File: src/design/rth_pkg.sv
// ----------------------------------------------------------------------------
// RGB to HSV package
// Shared widths, constants, beat structures and the divider step used by the
// pixel conversion pipeline.
// ----------------------------------------------------------------------------
package rth_pkg;

  // Field widths.
  localparam int PIX_W = 8;
  localparam int HUE_W = 9;
  localparam int DIVIDEND_W = 2 * PIX_W;
  localparam int HUE_PROD_W = PIX_W + 6;

  // Long division: one quotient bit per step, two steps per stage.
  localparam int DIV_STEPS = 2;
  localparam int DIV_STAGES = PIX_W / DIV_STEPS;

  // Sector base angles in degrees.
  localparam logic [HUE_W-1:0] HUE_BASE_ZERO = 9'd0;
  localparam logic [HUE_W-1:0] HUE_BASE_GREEN = 9'd120;
  localparam logic [HUE_W-1:0] HUE_BASE_BLUE = 9'd240;
  localparam logic [HUE_W-1:0] HUE_BASE_WRAP = 9'd360;

  // Channel that holds the maximum, first match in red, green, blue order.
  typedef enum logic [1:0] {
    SECT_RED,
    SECT_GREEN,
    SECT_BLUE
  } sector_t;

  // Beat between the two front stages.
  typedef struct packed {
    logic [PIX_W-1:0]        max_val;
    logic [PIX_W-1:0]        min_val;
    sector_t                 sector;
    logic signed [PIX_W:0]   diff;
  } front_beat_t;

  // One restoring divider lane.
  typedef struct packed {
    logic [PIX_W-1:0] part;
    logic [PIX_W-1:0] num;
    logic [PIX_W-1:0] den;
    logic [PIX_W-1:0] quo;
  } div_lane_t;

  // Beat that travels through the divider stages.
  typedef struct packed {
    div_lane_t         hue;
    div_lane_t         sat;
    logic [HUE_W-1:0]  base;
    logic              neg;
    logic              grey;
    logic [PIX_W-1:0]  val;
  } div_beat_t;

  // One step of long division: bring down the next dividend bit and subtract
  // the divisor when it fits.
  function automatic div_lane_t div_step(div_lane_t lane_in);
    div_lane_t      lane;
    logic [PIX_W:0] cand;
    lane = lane_in;
    cand = {lane_in.part, lane_in.num[PIX_W-1]};
    lane.num = {lane_in.num[PIX_W-2:0], 1'b0};
    if (cand >= {1'b0, lane_in.den}) begin
      lane.part = PIX_W'(cand - {1'b0, lane_in.den});
      lane.quo = {lane_in.quo[PIX_W-2:0], 1'b1};
    end else begin
      lane.part = cand[PIX_W-1:0];
      lane.quo = {lane_in.quo[PIX_W-2:0], 1'b0};
    end
    return lane;
  endfunction

endpackage

File: src/design/rth_in_if.sv
// ----------------------------------------------------------------------------
// RGB pixel channel
// Valid/ready channel that carries one RGB pixel per beat.
// ----------------------------------------------------------------------------
interface rth_in_if;
  import rth_pkg::*;

  logic             valid;
  logic             ready;
  logic [PIX_W-1:0] red;
  logic [PIX_W-1:0] green;
  logic [PIX_W-1:0] blue;

  modport source (output valid, output red, output green, output blue, input ready);
  modport sink (input valid, input red, input green, input blue, output ready);
endinterface

File: src/design/rth_out_if.sv
// ----------------------------------------------------------------------------
// HSV pixel channel
// Valid/ready channel that carries one HSV result per beat.
// ----------------------------------------------------------------------------
interface rth_out_if;
  import rth_pkg::*;

  logic             valid;
  logic             ready;
  logic [HUE_W-1:0] hue_degrees;
  logic [PIX_W-1:0] sat_scaled;
  logic [PIX_W-1:0] val_level;

  modport source (output valid, output hue_degrees, output sat_scaled, output val_level,
                  input ready);
  modport sink (input valid, input hue_degrees, input sat_scaled, input val_level,
                output ready);
endinterface

File: src/design/rgb_to_hsv_pixel.sv
// ----------------------------------------------------------------------------
// RGB to HSV pixel converter
// Streams 8-bit RGB pixels in and HSV results out, one pixel per clock unless out_hsv stalls.
// ----------------------------------------------------------------------------
// Usage:
// in_pix carries one RGB pixel per beat; out_hsv carries the matching hue in
// whole degrees (0..359), saturation floor(255*delta/max) and value (max).
// Results leave in the order the pixels arrived, one result per pixel.
// From an accepted input beat to a valid result each pixel passes through the
// two front stages, four divider stages and the output register.
// Throughput is one pixel per cycle while out_hsv.ready is high, set by the divider
// pipeline, where each of the four stages resolves two quotient bits of both dividers.
// Every stage holds its beat when the next one is full and stalled, and takes
// a new beat into any empty slot, so in_pix.ready stays high while bubbles
// remain even if out_hsv.ready is low. With out_hsv.ready high, in_pix.ready
// is high as well. After a full stall the pipeline holds seven pixels.
// Synchronous reset clears all stage valid bits; no result is presented until
// a new pixel has passed through. The block holds no configuration or state
// between pixels.
// ----------------------------------------------------------------------------
module rgb_to_hsv_pixel (
  input  logic      clk,
  input  logic      rst_n,
  rth_in_if.sink    in_pix,
  rth_out_if.source out_hsv
);
  import rth_pkg::*;

  logic                 valid_s [DIV_STAGES+1];
  logic                 ready_s [DIV_STAGES+1];
  div_beat_t            beat_s  [DIV_STAGES+1];

  // Front end: max, min, sector and dividends.
  rth_front u_front (
    .clk     (clk),
    .rst_n   (rst_n),
    .valid_i (in_pix.valid),
    .ready_o (in_pix.ready),
    .red_i   (in_pix.red),
    .green_i (in_pix.green),
    .blue_i  (in_pix.blue),
    .valid_o (valid_s[0]),
    .ready_i (ready_s[0]),
    .beat_o  (beat_s[0])
  );

  // Divider pipeline for hue and saturation.
  for (genvar i = 0; i < DIV_STAGES; i++) begin : g_div
    rth_div_stage u_div (
      .clk     (clk),
      .rst_n   (rst_n),
      .valid_i (valid_s[i]),
      .ready_o (ready_s[i]),
      .beat_i  (beat_s[i]),
      .valid_o (valid_s[i+1]),
      .ready_i (ready_s[i+1]),
      .beat_o  (beat_s[i+1])
    );
  end

  // Output register with hue correction.
  rth_back u_back (
    .clk     (clk),
    .rst_n   (rst_n),
    .valid_i (valid_s[DIV_STAGES]),
    .ready_o (ready_s[DIV_STAGES]),
    .beat_i  (beat_s[DIV_STAGES]),
    .valid_o (out_hsv.valid),
    .ready_i (out_hsv.ready),
    .hue_o   (out_hsv.hue_degrees),
    .sat_o   (out_hsv.sat_scaled),
    .val_o   (out_hsv.val_level)
  );

  // Hue never reaches a full turn.
  a_hue_range: assert property (@(posedge clk) disable iff (!rst_n)
    out_hsv.valid |-> (out_hsv.hue_degrees < HUE_BASE_WRAP))
    else $error("hue out of range");

  // Zero saturation means a grey pixel, whose hue is zero.
  a_grey_hue: assert property (@(posedge clk) disable iff (!rst_n)
    (out_hsv.valid && (out_hsv.sat_scaled == '0)) |-> (out_hsv.hue_degrees == '0))
    else $error("grey pixel with nonzero hue");

  // A draining output lets the whole pipeline advance.
  a_ready_chain: assert property (@(posedge clk) disable iff (!rst_n)
    out_hsv.ready |-> in_pix.ready)
    else $error("input stalled while output drains");

  // After an accepted pixel the front stage is ready again in the next cycle
  // whenever the output drains.
  a_front_fill: assert property (@(posedge clk) disable iff (!rst_n)
    (in_pix.valid && in_pix.ready) |=> u_front.ready_o || !out_hsv.ready)
    else $error("front stage full while output drains");

endmodule

File: src/design/rth_front.sv
// ----------------------------------------------------------------------------
// RGB to HSV front end
// Two pipeline stages: maximum, minimum and sector, then delta, the scaled
// dividends and the sector base that load the divider lanes.
// ----------------------------------------------------------------------------
module rth_front (
  input  logic                    clk,
  input  logic                    rst_n,
  input  logic                    valid_i,
  output logic                    ready_o,
  input  logic [rth_pkg::PIX_W-1:0] red_i,
  input  logic [rth_pkg::PIX_W-1:0] green_i,
  input  logic [rth_pkg::PIX_W-1:0] blue_i,
  output logic                    valid_o,
  input  logic                    ready_i,
  output rth_pkg::div_beat_t      beat_o
);
  import rth_pkg::*;

  logic              a_valid_r;
  logic              a_ready;
  front_beat_t       a_beat_r;
  front_beat_t       a_beat_nxt;
  logic              b_valid_r;
  div_beat_t         b_beat_r;
  div_beat_t         b_beat_nxt;
  logic [PIX_W-1:0]  rg_max;
  logic [PIX_W-1:0]  rg_min;
  logic [PIX_W-1:0]  delta;
  logic [PIX_W-1:0]  abs_diff;
  logic [HUE_PROD_W-1:0] hue_prod;
  logic [DIVIDEND_W-1:0] hue_dividend;
  logic [DIVIDEND_W-1:0] sat_dividend;

  // A stage takes a beat when it is empty or its beat moves on.
  assign ready_o = !a_valid_r || a_ready;
  assign a_ready = !b_valid_r || ready_i;

  // Stage A: maximum, minimum, sector and signed channel difference.
  always_comb begin
    rg_max = (red_i > green_i) ? red_i : green_i;
    rg_min = (red_i < green_i) ? red_i : green_i;
    a_beat_nxt.max_val = (rg_max > blue_i) ? rg_max : blue_i;
    a_beat_nxt.min_val = (rg_min < blue_i) ? rg_min : blue_i;
    if (red_i == a_beat_nxt.max_val) begin
      a_beat_nxt.sector = SECT_RED;
      a_beat_nxt.diff = $signed({1'b0, green_i}) - $signed({1'b0, blue_i});
    end else if (green_i == a_beat_nxt.max_val) begin
      a_beat_nxt.sector = SECT_GREEN;
      a_beat_nxt.diff = $signed({1'b0, blue_i}) - $signed({1'b0, red_i});
    end else begin
      a_beat_nxt.sector = SECT_BLUE;
      a_beat_nxt.diff = $signed({1'b0, red_i}) - $signed({1'b0, green_i});
    end
  end

  always_ff @(posedge clk) begin
    if (!rst_n) begin
      a_valid_r <= 1'b0;
    end else if (ready_o) begin
      a_valid_r <= valid_i;
    end
  end

  always_ff @(posedge clk) begin
    if (valid_i && ready_o) begin
      a_beat_r <= a_beat_nxt;
    end
  end

  // Stage B: delta, magnitude of the difference and both dividends.
  always_comb begin
    delta = a_beat_r.max_val - a_beat_r.min_val;
    b_beat_nxt.neg = a_beat_r.diff[PIX_W];
    abs_diff = b_beat_nxt.neg ? PIX_W'(-a_beat_r.diff) : a_beat_r.diff[PIX_W-1:0];
    // 60 * |diff| as 64x - 4x.
    hue_prod = {abs_diff, 6'b0} - {4'b0, abs_diff, 2'b0};
    hue_dividend = {{(DIVIDEND_W-HUE_PROD_W){1'b0}}, hue_prod};
    // 255 * delta as 256x - x.
    sat_dividend = {delta, {PIX_W{1'b0}}} - {{PIX_W{1'b0}}, delta};
    case (a_beat_r.sector)
      SECT_RED:   b_beat_nxt.base = b_beat_nxt.neg ? HUE_BASE_WRAP : HUE_BASE_ZERO;
      SECT_GREEN: b_beat_nxt.base = HUE_BASE_GREEN;
      SECT_BLUE:  b_beat_nxt.base = HUE_BASE_BLUE;
      default:    b_beat_nxt.base = HUE_BASE_ZERO;
    endcase
    b_beat_nxt.grey = (delta == '0);
    b_beat_nxt.val = a_beat_r.max_val;
    b_beat_nxt.hue.part = hue_dividend[DIVIDEND_W-1:PIX_W];
    b_beat_nxt.hue.num = hue_dividend[PIX_W-1:0];
    b_beat_nxt.hue.den = delta;
    b_beat_nxt.hue.quo = '0;
    b_beat_nxt.sat.part = sat_dividend[DIVIDEND_W-1:PIX_W];
    b_beat_nxt.sat.num = sat_dividend[PIX_W-1:0];
    b_beat_nxt.sat.den = a_beat_r.max_val;
    b_beat_nxt.sat.quo = '0;
  end

  always_ff @(posedge clk) begin
    if (!rst_n) begin
      b_valid_r <= 1'b0;
    end else if (a_ready) begin
      b_valid_r <= a_valid_r;
    end
  end

  always_ff @(posedge clk) begin
    if (a_valid_r && a_ready) begin
      b_beat_r <= b_beat_nxt;
    end
  end

  assign valid_o = b_valid_r;
  assign beat_o = b_beat_r;

endmodule

File: src/design/rth_div_stage.sv
// ----------------------------------------------------------------------------
// RGB to HSV divider stage
// One register stage of the two long dividers; each stage resolves two
// quotient bits of both the hue and the saturation lane.
// ----------------------------------------------------------------------------
module rth_div_stage (
  input  logic               clk,
  input  logic               rst_n,
  input  logic               valid_i,
  output logic               ready_o,
  input  rth_pkg::div_beat_t beat_i,
  output logic               valid_o,
  input  logic               ready_i,
  output rth_pkg::div_beat_t beat_o
);
  import rth_pkg::*;

  logic      valid_r;
  div_beat_t beat_r;
  div_beat_t beat_nxt;

  assign ready_o = !valid_r || ready_i;

  // Two dependent division steps on 8-bit lanes, each comparing a 9-bit candidate.
  always_comb begin
    beat_nxt = beat_i;
    for (int s = 0; s < DIV_STEPS; s++) begin
      beat_nxt.hue = div_step(beat_nxt.hue);
      beat_nxt.sat = div_step(beat_nxt.sat);
    end
  end

  always_ff @(posedge clk) begin
    if (!rst_n) begin
      valid_r <= 1'b0;
    end else if (ready_o) begin
      valid_r <= valid_i;
    end
  end

  always_ff @(posedge clk) begin
    if (valid_i && ready_o) begin
      beat_r <= beat_nxt;
    end
  end

  assign valid_o = valid_r;
  assign beat_o = beat_r;

endmodule

File: src/design/rth_back.sv
// ----------------------------------------------------------------------------
// RGB to HSV output stage
// Applies the sector base and floor correction to the hue quotient, clears
// hue for grey pixels and saturation for black ones, and holds the result beat.
// ----------------------------------------------------------------------------
module rth_back (
  input  logic                       clk,
  input  logic                       rst_n,
  input  logic                       valid_i,
  output logic                       ready_o,
  input  rth_pkg::div_beat_t         beat_i,
  output logic                       valid_o,
  input  logic                       ready_i,
  output logic [rth_pkg::HUE_W-1:0]  hue_o,
  output logic [rth_pkg::PIX_W-1:0]  sat_o,
  output logic [rth_pkg::PIX_W-1:0]  val_o
);
  import rth_pkg::*;

  logic             valid_r;
  logic [HUE_W-1:0] hue_r;
  logic [HUE_W-1:0] hue_nxt;
  logic [PIX_W-1:0] sat_r;
  logic [PIX_W-1:0] sat_nxt;
  logic [PIX_W-1:0] val_r;
  logic [HUE_W-1:0] quo_ext;
  logic [HUE_W-1:0] rem_adj;

  assign ready_o = !valid_r || ready_i;

  // A negative difference floors downward, so a nonzero remainder costs one
  // more degree below the base.
  always_comb begin
    quo_ext = {{(HUE_W-PIX_W){1'b0}}, beat_i.hue.quo};
    rem_adj = {{(HUE_W-1){1'b0}}, (beat_i.hue.part != '0)};
    if (beat_i.grey) begin
      hue_nxt = '0;
    end else if (beat_i.neg) begin
      hue_nxt = beat_i.base - quo_ext - rem_adj;
    end else begin
      hue_nxt = beat_i.base + quo_ext;
    end
    sat_nxt = (beat_i.val == '0) ? '0 : beat_i.sat.quo;
  end

  always_ff @(posedge clk) begin
    if (!rst_n) begin
      valid_r <= 1'b0;
    end else if (ready_o) begin
      valid_r <= valid_i;
    end
  end

  always_ff @(posedge clk) begin
    if (valid_i && ready_o) begin
      hue_r <= hue_nxt;
      sat_r <= sat_nxt;
      val_r <= beat_i.val;
    end
  end

  assign valid_o = valid_r;
  assign hue_o = hue_r;
  assign sat_o = sat_r;
  assign val_o = val_r;

endmodule
File: src/flat_wrapper.sv
// flat-port wrapper written by rule: the top's interface ports become plain ports
module rgb_to_hsv_pixel_flat import rth_pkg::*;
  (clk, rst_n, in_pix_valid, in_pix_red, in_pix_green, in_pix_blue, in_pix_ready, out_hsv_valid, out_hsv_hue_degrees, out_hsv_sat_scaled, out_hsv_val_level, out_hsv_ready);
  rth_in_if in_pix_i ();
  rth_out_if out_hsv_i ();
  input  logic clk;
  input  logic rst_n;
  input wire logic [$bits(in_pix_i.valid)-1:0] in_pix_valid;
  input wire logic [$bits(in_pix_i.red)-1:0] in_pix_red;
  input wire logic [$bits(in_pix_i.green)-1:0] in_pix_green;
  input wire logic [$bits(in_pix_i.blue)-1:0] in_pix_blue;
  output wire logic [$bits(in_pix_i.ready)-1:0] in_pix_ready;
  output wire logic [$bits(out_hsv_i.valid)-1:0] out_hsv_valid;
  output wire logic [$bits(out_hsv_i.hue_degrees)-1:0] out_hsv_hue_degrees;
  output wire logic [$bits(out_hsv_i.sat_scaled)-1:0] out_hsv_sat_scaled;
  output wire logic [$bits(out_hsv_i.val_level)-1:0] out_hsv_val_level;
  input wire logic [$bits(out_hsv_i.ready)-1:0] out_hsv_ready;
  assign in_pix_i.valid = in_pix_valid;
  assign in_pix_i.red = in_pix_red;
  assign in_pix_i.green = in_pix_green;
  assign in_pix_i.blue = in_pix_blue;
  assign in_pix_ready = in_pix_i.ready;
  assign out_hsv_valid = out_hsv_i.valid;
  assign out_hsv_hue_degrees = out_hsv_i.hue_degrees;
  assign out_hsv_sat_scaled = out_hsv_i.sat_scaled;
  assign out_hsv_val_level = out_hsv_i.val_level;
  assign out_hsv_i.ready = out_hsv_ready;
  rgb_to_hsv_pixel u_core (.clk(clk), .rst_n(rst_n), .in_pix(in_pix_i), .out_hsv(out_hsv_i));
endmodule
File: config.mk
export PLATFORM = sky130hd
export DESIGN_NAME = rgb_to_hsv_pixel_flat
export DESIGN_NICKNAME = d
export VERILOG_FILES = /design/src/design/rth_pkg.sv /design/src/design/rth_in_if.sv /design/src/design/rth_out_if.sv /design/src/design/rgb_to_hsv_pixel.sv /design/src/design/rth_front.sv /design/src/design/rth_div_stage.sv /design/src/design/rth_back.sv /design/src/flat_wrapper.sv
export SDC_FILE = /design/constraint.sdc
export NUM_CORES = 1
export LEC_CHECK = 0
export BUFFER_PORTS_ARGS = -buffer_cell sky130_fd_sc_hd__buf_2
export CORE_ASPECT_RATIO = 0.75
export CORE_UTILIZATION = 50
export CTS_BUF_LIST = sky130_fd_sc_hd__clkbuf_4 sky130_fd_sc_hd__clkbuf_8
export CTS_CLUSTER_DIAMETER = 50
export CTS_CLUSTER_SIZE = 14
export DETAILED_ROUTE_END_ITERATION = 10
export PLACE_DENSITY = 0.68
export SLEW_MARGIN = 20
export SYNTH_ARGS = -nofsm -noshare
export SYNTH_HDL_FRONTEND = slang
export SYNTH_HIERARCHICAL = 1
export SYNTH_SLANG_ARGS = --single-unit
File: constraint.sdc
create_clock -name clk -period 5.3 [get_ports clk]
set_clock_uncertainty 0.15 [all_clocks]
set_input_delay 0.795 -clock clk [delete_from_list [all_inputs] [get_ports clk]]
set_output_delay 0.795 -clock clk [all_outputs]
set_load 0.005 [all_outputs]
==> metrics.csv <==
metric,value,unit
outcome,"finished, final reports clean",
chip height,184,um
hold_buf cts,0,
Vias,14485,
syn_area_per_cell,11.6,um2
total grt overflow,0,
Skew-Pair Late Insertion Delay,0.58,ns
CTS Buf Count,39,
Max Clock Freq,206,MHz
storage element area,10500,um2
total of max-cap violations,0,
first-pass GRT wire length,75000,um
remaining antenna violation count,0,
share of layout cells above drive strength 1,15.8,%
# DRC,0,
CTS tree,done,
post-DP HPWL,36300,um
unrepaired setup endpoints after global routing,false,
critical path data required time,5.47,ns
Die ar.,45000,um2
clk root buf,clkbuf_8,
Slew @ Worst Pin,0.952,ns
Ports,55,
largest net degree at the start of global routing,44,
Peak supply drop,160,uV
CTS Sinks,353,
buffers added on ports,54,
initial antenna violation count,0,
Final min period,4.86,ns
Mapped Area,22100,um2
Worst Path Arrival,5.03,ns
Setup Viol. Count Final,0,
drt total wl,46600,um
Layout area overhead,8.49,%
Post-CTS Repair Setup Buffers,0,
Final Wtd Congestion,0.963,
critical path's largest stage delay,0.74,ns
synthesized instance count,1901,
final hold vios,0,
Syn. warnings,6,
drt first pass iters,6,
GRT Total Usage,20.9,%
P per Cell Area,344,nW/um2
worst-path cell chain,buf_2 -> inv_1 -> ha_1 -> nand3_1 -> nor2_1 -> a211oi_4 -> nor2_1 -> o21ai_0 -> ha_1 -> nand4_2 -> nor2_2 -> a21oi_2 -> or2_1 -> o22ai_1 -> a221oi_2 -> nand3_2 -> buf_4 -> and2_1,
vias per cell,5.54,
Resized Gates After CTS,0,
CP Class,in -> reg,
multi-input logic area,10500,um2
WL/cell,17.8,um
"CTS clk-pin slew, worst paths",0.08,ns
Initial Utilization,50.8,%
cell leakage power,9.52,nW
cell family with the largest share of critical-path delay,simple AND/OR/NAND/NOR gates,
slowest CP cell,nor2_1,
Critical Path End Type,flop,
overall power,8.23,mW
Rel. slew slack,36.3,%
# fillers,3721,
die width,245,um
CTS H-Tree Depth,2,
ant diodes,0,
Max clock buf depth,3,
Final period util,91.7,%
row cnt,66,
final net count,2269,
initial drt markers,893,
CP Buf/Inv Count,3,
Core Area,43400,um2
vias in the first global route,14469,
"Max FO, Critical Path",15,
startpoint types,input pin,
worst hold slack,0.263,ns
Hold Crit Class,reg -> reg,
max-slew violations,0,
## final cells by class
cell class	count	share of cell area [%]
repair buffers	103	2.72
clock inverters	20	0.716
flip-flops and latches	353	44.0
multi-input cells	1305	43.8
inverters	211	3.31
clock buffers	43	2.40
well taps	578	3.02
## layout by cell type, fill, tap and decap left out, types with 19 or more instances in the layout
| master | n |
|---|---|
| o21ai_0 | 113 |
| ha_1 | 206 |
| nand2_1 | 81 |
| buf_4 | 48 |
| edfxtp_1 | 346 |
| inv_1 | 209 |
| nor2_1 | 87 |
| xor2_1 | 44 |
| clkbuf_8 | 40 |
| buf_2 | 54 |
| xnor2_1 | 77 |
| a21oi_1 | 105 |
| mux2i_1 | 26 |
| a211oi_1 | 23 |
| mux2_2 | 73 |
| fa_1 | 22 |
| nand4_1 | 25 |
| nor2b_1 | 34 |
| o21a_1 | 29 |
| a21o_1 | 33 |
| nor3_1 | 19 |
## report_power, final
| group | switching (mW) | internal, mW | total [mW] |
|---|---|---|---|
| Clock | 1.03 | 0.771 | 1.80 |
| Combinational | 1.60 | 1.33 | 2.93 |
| Sequential | 0.100 | 3.39 | 3.49 |
## sequential cells by signal, indices dropped and copies added, names as in the netlist, 4 cells and up
register,count
u_core/u_back/val_o,8
u_core/u_back/hue_o,9
u_core/u_back/sat_o,8
u_core/u_front/a_beat_r,27
u_core/g_div.u_div/beat_o,244
u_core/u_front/beat_o,50
u_core/g_div.u_div/valid_o,4
## path summary, 6_finish.rpt
path                                    start                               end  slack, ns  cells after the start
min                 u_core/u_front/beat_o[40]  u_core/g_div[0].u_div/beat_o[42]       0.26                      0
max                           in_pix_green[6]        u_core/u_front/a_beat_r[9]       0.44                     18
min reg2reg         u_core/u_front/beat_o[40]  u_core/g_div[0].u_div/beat_o[42]       0.26                      0
max reg2reg  u_core/g_div[0].u_div/beat_o[33]  u_core/g_div[1].u_div/beat_o[46]       0.61                     16
## through the flow
step                setup TNS [ns]  setup slack, ns  util [%]  cells  cell area [um2]
floorplan                        0            0.323         -   1907            22100
global placement            -0.102          -0.0253      53.3   2549            23200
detailed placement          -0.579          -0.0717      53.3   2549            23200
CTS                              0            0.541      55.0   2612            23900
global route                     0            0.177      55.1   2613            23900
finish                           0            0.442      55.1   2613            23900
## layer usage
layer  vias to the layer above  GRT usage (%)  wire length, um
li1                       7201              -                -
met1                      6885           30.3            23300
met2                       332           32.5            20100
met3                        67           3.17             2180
met4                         0           5.60              968
met5                         -              0                0
(Power assumes the default switching activity.)
